`config.mk`:
```
export PLATFORM = sky130hd
export DESIGN_NAME = lwft_front
export DESIGN_NICKNAME = d
export VERILOG_FILES = /design/src/design/lwft_pkg.sv /design/src/design/lwft_front.sv
export SDC_FILE = /design/constraint.sdc
export NUM_CORES = 1
export LEC_CHECK = 0
export CAP_MARGIN = 25
export CORE_ASPECT_RATIO = 1.75
export CORE_UTILIZATION = 55
export DETAILED_ROUTE_END_ITERATION = 8
export DONT_BUFFER_PORTS = 1
export PLACE_DENSITY = 0.74
export RECOVER_POWER = 100
export SETUP_SLACK_MARGIN = 0.05
export SYNTH_ARGS = -nofsm -noshare
export SYNTH_HDL_FRONTEND = slang
export SYNTH_SLANG_ARGS = --single-unit
```
`constraint.sdc`:
```
create_clock -name clk -period 3.1 [get_ports clk]
set_input_delay 0.155 -clock clk [delete_from_list [all_inputs] [get_ports clk]]
set_output_delay 0.155 -clock clk [all_outputs]
set_load 0.02 [all_outputs]
```
`src/design/lwft_pkg.sv`:
```
// Package for the lowercase word frequency table.
// Beat structs, queue entry type and engine state enum; no dependencies.
package lwft_pkg;

  typedef struct packed {
    logic       kind;
    logic [7:0] text_byte;
    logic       end_of_text;
    logic [6:0] entry_index;
    logic [6:0] char_position;
  } in_item_t;

  typedef struct packed {
    logic [6:0]  slot;
    logic [15:0] occurrences;
    logic        is_new;
    logic        rejected;
    logic        table_full;
    logic [7:0]  stored_char;
    logic [7:0]  word_length;
    logic [7:0]  entries_used;
  } out_item_t;

  localparam logic KIND_TEXT = 1'b0;
  localparam logic KIND_READ = 1'b1;

  localparam logic [7:0] CHAR_LO = 8'h61;  // 'a'
  localparam logic [7:0] CHAR_HI = 8'h7A;  // 'z'

  typedef enum logic [1:0] {
    OP_CHAR,
    OP_SPACE,
    OP_READ
  } op_t;

  typedef struct packed {
    op_t        op;
    logic [7:0] ch;
    logic       eot;
    logic [6:0] idx;
    logic [6:0] pos;
  } q_item_t;

  typedef enum logic [3:0] {
    S_IDLE,
    S_CLOSE,
    S_LEN_RD,
    S_LEN_CHK,
    S_CMP_RD,
    S_CMP_CHK,
    S_CNT,
    S_COPY,
    S_COPY_WR,
    S_RDO,
    S_OUT
  } eng_state_t;

endpackage

```
`src/design/lwft_front.sv`:
```
// Front end: accepts input beats, classifies them, queues them (2 deep).
// Depends on lwft_pkg.
module lwft_front (
  input  logic              clk,
  input  logic              rst_n,
  input  logic              in_valid,
  output logic              in_stall,
  input  lwft_pkg::in_item_t in_data,
  output logic              q_valid,
  output lwft_pkg::q_item_t q_item,
  input  logic              q_pop
);

  lwft_pkg::q_item_t slot_r [2];
  logic              wp_r, wp_nxt;
  logic              rp_r, rp_nxt;
  logic [1:0]        cnt_r, cnt_nxt;
  lwft_pkg::q_item_t cls;
  logic              push;
  logic              is_ws;

  always_comb begin
    is_ws = (in_data.text_byte == 8'h20) ||
            (in_data.text_byte >= 8'h09 && in_data.text_byte <= 8'h0D);
    cls.ch  = in_data.text_byte;
    cls.eot = in_data.end_of_text;
    cls.idx = in_data.entry_index;
    cls.pos = in_data.char_position;
    if (in_data.kind == lwft_pkg::KIND_READ) begin
      cls.op = lwft_pkg::OP_READ;
    end else if (is_ws) begin
      cls.op = lwft_pkg::OP_SPACE;
    end else begin
      cls.op = lwft_pkg::OP_CHAR;
    end
  end

  assign in_stall = (cnt_r == 2'd2);
  assign push     = in_valid && !in_stall;
  assign q_valid  = (cnt_r != 2'd0);
  assign q_item   = slot_r[rp_r];

  always_comb begin
    wp_nxt  = push ? ~wp_r : wp_r;
    rp_nxt  = q_pop ? ~rp_r : rp_r;
    cnt_nxt = cnt_r + 2'(push) - 2'(q_pop);
  end

  always_ff @(posedge clk) begin
    if (!rst_n) begin
      wp_r  <= 1'b0;
      rp_r  <= 1'b0;
      cnt_r <= 2'd0;
    end else begin
      wp_r  <= wp_nxt;
      rp_r  <= rp_nxt;
      cnt_r <= cnt_nxt;
    end
  end

  always_ff @(posedge clk) begin
    if (push) begin
      slot_r[wp_r] <= cls;
    end
  end

endmodule

```
== After elaboration in Yosys (flattened, before gate mapping) ==
Memory sizes are Yosys's and may differ from the RTL's. A register that Yosys moved wholly into a read port is not among the register bits.
Index checks and enable logic that the tools add are counted.
Storage, ports and cells
  memory bits (writable): 50
  output and inout bits: 27
  logic and storage cells: 23
  memories: 1
  bits of input ports: 28
  flip-flop bits (word level): 4
Memory list
  slot_r: depth 2, bits a word 25, read ports 1, clocked after Yosys merged registers in 1, write ports 1, RTL line lwft_front.sv:14  | lwft_pkg::q_item_t slot_r [2];
Operators by class
  equal/unequal tests: 2
  reductions and logical operators: 5
  $add $sub $neg: 2
  order comparisons: 2
  bitwise operators: 2
  multiplexer cells: 6
Operators by type and width (count)
  $eq A8 B6 Y1 const B: 1
  $ge A8 B4 Y1 const B: 1
  $le A8 B4 Y1 const B: 1
  $mux W1: 5
  $add A2 B1 Y2: 1
  $eq A2 B2 Y1 const B: 1
  $logic_and A1 B1 Y1: 2
  $mux W2: 1
  $not A1 Y1: 2
  $reduce_bool A2 Y1: 1
  $sub A2 B1 Y2: 1
  $logic_not A1 Y1: 1
  $logic_or A1 B1 Y1: 1

== Logic depth before layout (Yosys ltp) ==
Gate-level depths: netlist of the first run.
  depth after elaboration: 5
  gate-level depth with buffers: 8
  depth with buffers taken out: 8

== Worst setup path before layout of the first run ==
Ideal clock, no wire load.
  path type: flip-flop to flip-flop
  from: reg cnt_r[0]
  to: mem slot_r[0][0] (netlist name), enable pin
  arrival time: 1353 ps
  setup slack: 1367 ps
  buffers on the path: 0
  cell stages (with the launch flop): 5
  library setup time: 380 ps
  required time: 2720 ps
  period minus slack after synthesis: 1733 ps
  path through: dfxtp_1 > nand2b_2 > inv_2 > or3_1 > inv_1
Between the ends
  cells in the longest elaborated chain, start to end: 5
Ends and longest elaborated chain
  start, declared: RTL line lwft_front.sv:17  | logic [1:0] cnt_r, cnt_nxt;
  start signal, assigned: RTL line lwft_front.sv:57  | cnt_r <= cnt_nxt;
  $eq A2 B2 Y1: RTL line lwft_front.sv:38  | assign in_stall = (cnt_r == 2'd2);
  via in_stall: RTL line lwft_front.sv:7  | output logic in_stall,
  $logic_not A1 Y1: RTL line lwft_front.sv:39  | assign push = in_valid && !in_stall;
  $logic_and A1 B1 Y1: RTL line lwft_front.sv:39
  $mux W1: RTL line lwft_front.sv:62  | if (push) begin
  $mux W1 (not written as such): RTL line lwft_front.sv:63  | slot_r[wp_r] <= cls;
  end, declared: RTL line lwft_front.sv:14
The timed path passes the listed nets, and every way through them passes these cells.

==> results.md, run 1 <==
| Metric | This run |
| --- | --- |
| Result of the run | complete, no violations |
| Rel. slew slack | 23.7% |
| Switching share of total power | 25.4% |
| Area overhead of the layout relative to synthesis | 18.3% |
| RR Endpoint | slot_r[1][20] |
| Detailed-route DRC error count | 0 |
| Clock tree from TritonCTS | yes |
| Remaining global-route overflow | 0 |
| Setup violation total in the final timing report | 0 |
| Global Route Usage Sum | 17.9% |
| Number of vias after detailed routing | 1023 |
| Register-to-register path setup slack | 1.28 ns |
| Routability congestion estimate from global placement | 0.734 |
| Count of final max-slew check failures | 0 |
| H-tree levels | 2 |
| Half-perimeter wire length of the detailed placement result | 2.13 mm |
| Pint | 1150 µW |
| Peak fanout along the critical path | 16 |
| Biggest area consumer among synthesized cells | edfxtp_1 |
| Area of the multi-input gates | 440 µm² |
| Max_cap viols | 0 |
| Post-DR wirelength/cell | 17.6 µm |
| Mean instance size in the synthesized netlist | 18.7 µm² |
| Biggest area contributors in the synthesized netlist | edfxtp_1 (72%), mux2_2 (13%), dfxtp_1 (4.8%) |
| Number of failing hold endpoints at the final stage | 0 |
| Die Span Y | 83.5 µm |
| Filler cells | 249 |
| Diode insertion count for antenna repair | 0 |
| Placeable core area | 3630 µm² |
| Power share of the clock group | 24.9% |
| Worst endpoint data arrival time | 2.15 ns |
| Summed instance area of the synthesized netlist | 2090 µm² |
| Time the worst path needs with I/O delays and setup | 2.31 ns |
| Number of DRC markers in iteration 0 | 25 |
| Setup fix buffers added after clock tree synthesis | 0 |
| Post-Syn Nets | 142 |
| Fraction of synthesized area in multiplexers | 13.5% |
| Die ar. | 4060 µm² |
| TritonCTS Sinks | 55 |
| Prevailing post-synth register cell | edfxtp_1 |
| Worst IR Drop VDD | 479 µV |
| Final Cycle Share | 74.5% |
| Worst-margin pin slew | 1.14 ns |
| Hold_buf cts | 25 |
| Max Fclk | 433 MHz |
| Crit Path Category | reg -> out |
| Synthesized-area fraction occupied by xor and xnor cells | 0.838% |
| Number of buffers created by CTS | 5 |
| Post-Synth Adder-Cell Area | 1.20% |
| Switching pwr | 392 µW |
| Flip-flop and latch count after synthesis | 55 |
| Source-to-sink clock delay at the later pin of the worst-skew pair | 0.30 ns |
| Pin count of the biggest net entering global routing | 26 |
| Clk buf depth | 2 |
| Family of cells with the greatest summed delay on the critical path | buffers and inverters |
| Ratio of cells with drive above 1 in the final layout | 7.64% |
| CTS clock-pin slew for the worst setup and hold paths | 0.08 ns |
| Critical Path End | q_item[22] |
| Fin util | 68.1% |
| Post-CTS sizing | 0 |
| Die width | 48.6 µm |
| Fraction of the mapped netlist area in compound gates | 1.38% |
| Data required time of the worst path | 2.94 ns |
| Number of routed nets with antenna violations | 0 |
| Depth of the worst register-to-register path | 2 |
| Number of cell rows | 29 |
| Fraction of registers with async set or reset after synthesis | 0% |
| Final net count | 173 |
| Number of cells produced by synthesis | 112 |
| Portion of total power attributed to combinational logic | 15.8% |
| Distinct cell type count after synthesis | 26 |
| Number of cells on the critical path | 2 |
| Fraction of the mapped netlist area in simple logic gates | 4.25% |
| Count of pins on the block boundary | 55 |
| Cell-by-cell listing of the critical path | clkbuf_1 -> mux2_1 |
| Pleak | 0.000861 µW |
| Antenna violations before repair | 0 |
| Warnings, synthesis | 0 |
| Setup clock skew after layout | 0.00657 ns |
| Starting density of the core | 57.6% |
| Number of port buffers | 0 |
| Total detailed-routing wirelength | 3.34 mm |
| Critical-path cell with the highest stage delay | clkbuf_1 |
| Crit Reg-Reg Startpoint | cnt_r[0] |
| RSZ-0062 raised after global routing | no |
| Vias in the first global route | 1054 |
| CTS Root Cell | clkbuf_8 |
| Post-synth EDFFs | 50 |
| Register area share after synthesis | 76.6% |
| Routed vias/inst | 5.38 |
| Sort of element at the end of the critical path | primary output |
| First-pass GRT wire length | 5.14 mm |
| Drt pass-1 iters | 4 |
| Nature of the critical path startpoint | register |
| Hold Slack | 0.0266 ns |
| Crit-path max cell delay | 0.75 ns |
| TNS Setup | 0 ns |
| PD cells | 625 nW/µm² |
| Main combinational cell family by area after synthesis | multiplexers |
| Path category of the worst min-delay check | in -> reg |
| Count of buffering cells on the critical path with inverters included | 1 |
| Top-area cell type share of the netlist area | 71.9% |
| Share of power burned in registers | 59.3% |
| Footprint of the flip-flops and latches | 1600 µm² |
logic make-up (layout without fill, tap and decap cells):
family | Yosys count | after routing
buffers and inverters | 8 | 40
xor gates and xnor gates | 2 | 2
and+or+nand+nor | 15 | 15
DFF | 55 | 55
AOI/OAI and AO/OA | 5 | 5
muxes | 25 | 25
adders and majority gates | 2 | 2
state kept, by name, summed over array words and instances, names as in the netlist, named ones only:
register / count
wp_r: 1
cnt_r: 2
slot_r: 50
rp_r: 1
cell usage after synthesis, types with 2 or more instances:
master and count:
and2_1 2, dfxtp_1 5, a21oi_1 2, nor2_1 3
buf_6 2, edfxtp_1 50, mux2_2 25, inv_1 4
ha_1 2
worst min path at each step:
stage | startpoint | endpoint | slack (ns) | cells past startpoint
2_1_floorplan | in_data[0] | slot_r[0][0] | 0.25 | 0
3_3_place_gp | in_data[3] | slot_r[1][3] | 0.25 | 0
3_5_place_dp | in_data[10] | slot_r[1][10] | 0.25 | 0
4_1_cts | q_pop | register | 0.01 | 2
5_1_grt | q_pop | register | 0.06 | 2
6_report | q_pop | register | 0.03 | 2
routing by layer:
layer	vias to the layer above	wire (µm)	GRT usage, %
met5	-	0	0
met4	0	74	8.82
met3	6	153	5.28
met2	37	1840	30.7
met1	498	1270	19.8
li1	482	-	-
per-stage QoR:
step / instance area, µm² / std cells / total power (µW) / setup slack (ns)
4_1_cts: 2470 / 189 / 1580 / 1.04
5_1_grt: 2470 / 190 / 1610 / 0.657
3_5_place_dp: 2130 / 156 / 1170 / 1.38
6_report: 2470 / 190 / 1550 / 0.792
2_1_floorplan: 2090 / 112 / 1130 / 1.37
3_3_place_gp: 2130 / 156 / 1150 / 1.43
cell usage in the layout, fill, tap and decap left out:
master and count:
and3_1 1, nor3_1 1, clkbuf_1 2, or2_2 1, o22ai_1 1, dfxtp_1 5, mux2_2 1, clkinv_2 1
nor2_1 3, or3_1 1, clkbuf_8 6, o21ai_0 1, nand2_1 1, nand2b_1 1, inv_1 5, a21oi_1 2
and2_1 1, xnor2_1 1, nor2b_1 1, mux2_1 24, nor4_1 1, nand2b_2 1, o211ai_1 1, buf_4 1
and2_0 1, edfxtp_1 50, nor4b_1 1, ha_1 2, xor2_1 1, dlygate4sd3_1 25
power by group through the flow:
stage | sequential [µW] | clock [µW] | combinational [µW]
2_1_floorplan | 922 | 0 | 206
3_3_place_gp | 937 | 0 | 215
3_5_place_dp | 943 | 0 | 222
4_1_cts | 926 | 400 | 253
5_1_grt | 925 | 424 | 260
6_report | 917 | 385 | 244
final cells by class:
cell class	instances	share of cell area, %
clock buffer	7	3.49
clock inverter	1	0.203
inverter	5	0.759
multi-input combinational	49	17.8
sequential	55	64.8
tap	46	2.33
timing repair buffer	27	10.6
Power figures use the tool's default switching activity.
==> run 2, diff against run 1 <==
==> constraint.sdc (replaced) <==
create_clock -name clk -period 2.35 [get_ports clk]
set_input_delay 0.1175 -clock clk [delete_from_list [all_inputs] [get_ports clk]]
set_output_delay 0.1175 -clock clk [all_outputs]
set_load 0.02 [all_outputs]
==> results.md, run 2 (synthesized netlist as in run 1, its figures left out) <==
| Metric | This run |
| --- | --- |
| Commonest non-fill, non-tap cells in the layout | edfxtp_1 (50), dlygate4sd3_1 (26), mux2_1 (24) |
| Max_cap viols | 0 |
| Global Route Usage Sum | 18.0% |
| H-tree levels | 2 |
| Critical-path cell with the highest stage delay | clkbuf_2 |
| Register ranked first by flip-flop count | slot_r |
| Number of vias after detailed routing | 1036 |
| Nature of the critical path startpoint | register |
| Number of port buffers | 0 |
| Drt pass-1 iters | 4 |
| Setup fix buffers added after clock tree synthesis | 0 |
| Die ar. | 4060 µm² |
| Clk buf depth | 2 |
| Area overhead of the layout relative to synthesis | 18.2% |
| Share of power burned in registers | 60.0% |
| Placeable core area | 3630 µm² |
| Die Span Y | 83.5 µm |
| PD cells | 813 nW/µm² |
| Crit-path max cell delay | 0.51 ns |
| Rel. slew slack | 23.9% |
| Pleak | 0.000862 µW |
| Starting density of the core | 57.6% |
| Ratio of cells with drive above 1 in the final layout | 7.59% |
| First-pass GRT wire length | 5.22 mm |
| Antenna violations before repair | 0 |
| Clock tree from TritonCTS | yes |
| Time the worst path needs with I/O delays and setup | 1.91 ns |
| Number of failing hold endpoints at the final stage | 0 |
| Portion of total power attributed to combinational logic | 16.2% |
| Count of final max-slew check failures | 0 |
| Final net count | 174 |
| Peak fanout along the critical path | 25 |
| Power share of the clock group | 23.8% |
| Post-DR wirelength/cell | 17.2 µm |
| Flip-flop count of the largest register, all copies and words added | 50 |
| Routed vias/inst | 5.42 |
| Pint | 1490 µW |
| Count of buffering cells on the critical path with inverters included | 3 |
| Path category of the worst min-delay check | in -> reg |
| Cell-by-cell listing of the critical path | nand2b_2 -> inv_1 -> or3_1 -> inv_1 -> clkbuf_2 |
| Max Fclk | 523 MHz |
| CTS Root Cell | clkbuf_8 |
| Number of DRC markers in iteration 0 | 14 |
| Switching share of total power | 25.6% |
| TNS Setup | 0 ns |
| Final non-filler cell total | 191 |
| Most common cell type on the critical path | inv_1 |
| Fin util | 68.1% |
| Pin count of the biggest net entering global routing | 26 |
| Data required time of the worst path | 2.29 ns |
| Total detailed-routing wirelength | 3.28 mm |
| Number of buffers created by CTS | 5 |
| CTS clock-pin slew for the worst setup and hold paths | 0.08 ns |
| Number of cell rows | 29 |
| Setup clock skew after layout | 0.00322 ns |
| Worst endpoint data arrival time | 1.85 ns |
| Half-perimeter wire length of the detailed placement result | 2.07 mm |
| Leading registers by flop count | slot_r (50), cnt_r (2) |
| Count of pins on the block boundary | 55 |
| Result of the run | complete, no violations |
| Final Cycle Share | 81.3% |
| Setup violation total in the final timing report | 0 |
| Family of cells with the greatest summed delay on the critical path | buffers and inverters |
| Routability congestion estimate from global placement | 0.701 |
| Vias in the first global route | 1091 |
| Die width | 48.6 µm |
| Detailed-route DRC error count | 0 |
| Diode insertion count for antenna repair | 0 |
| Crit Path Category | reg -> reg |
| Leading cell type in the layout, fill and taps excluded | edfxtp_1 |
| Sort of element at the end of the critical path | register |
| Worst IR Drop VDD | 627 µV |
| Worst-margin pin slew | 1.14 ns |
| Switching pwr | 514 µW |
| Number of routed nets with antenna violations | 0 |
| TritonCTS Sinks | 55 |
| Remaining global-route overflow | 0 |
| Source-to-sink clock delay at the later pin of the worst-skew pair | 0.30 ns |
| Post-Place Cells | 157 |
| RSZ-0062 raised after global routing | no |
run 2: changes by cell type in the layout (fill, tap and decap cells not counted), sizes merged:
cell | previous run | this run
dlygate4sd3 | 25 | 26
buf | 1 | 0
clkbuf | 8 | 9
run 2: power by group through the flow:
stage,clock [µW],sequential (µW),combinational (µW)
CTS,495,1200,351
floorplan,0,1220,272
global placement,0,1220,303
global route,529,1210,350
detailed placement,0,1230,309
finish,478,1200,325
run 2: worst paths after layout:
kind	from	to	slack, ns	cells past startpoint
setup reg to reg	cnt_r[0]	slot_r[0][5]	0.44	5
hold / removal	rst_n	rp_r	0.01	2
setup / recovery	cnt_r[0]	slot_r[0][5]	0.44	5
hold reg to reg	wp_r	wp_r	0.51	2
run 2: layer usage:
metal,up-vias,global-route usage (%),share of wire [%]
met3,5,6.19,6.5
met4,0,8.56,1.6
met1,513,18.9,35
met5,-,0,0
li1,483,-,-
met2,35,31.5,56
run 2: worst register-to-register path, delay by kind of cell, from the launching register on:
family        cells  cell delay (ns)
buf+inv           3             0.69
flops             1             0.36
simple gates      2             0.49
run 2: final cells by class:
cell class / count / area [µm²]
well taps: 46 / 57.6
multi-input cells: 49 / 440
fillers: 261 / 1160
flip-flops and latches: 55 / 1600
repair buffers: 28 / 270
clock inverters: 1 / 5.00
inverters: 5 / 18.8
clock buffers: 7 / 76.3
run 2: metrics by stage:
step	worst slack [ns]	total power [µW]	hold slack [ns]	instance area (µm²)
6_report	0.439	2010	0.0118	2470
5_1_grt	0.319	2090	0.0330	2470
4_1_cts	0.733	2050	0.00124	2480
3_5_place_dp	0.745	1540	0.216	2130
3_3_place_gp	0.789	1520	0.216	2130
2_1_floorplan	0.617	1490	0.216	2090
run 2: repair_timing:
item                      CTS  global route
hold buffers               26             0
gates resized for setup     0             0
hold endpoints to repair   50             0
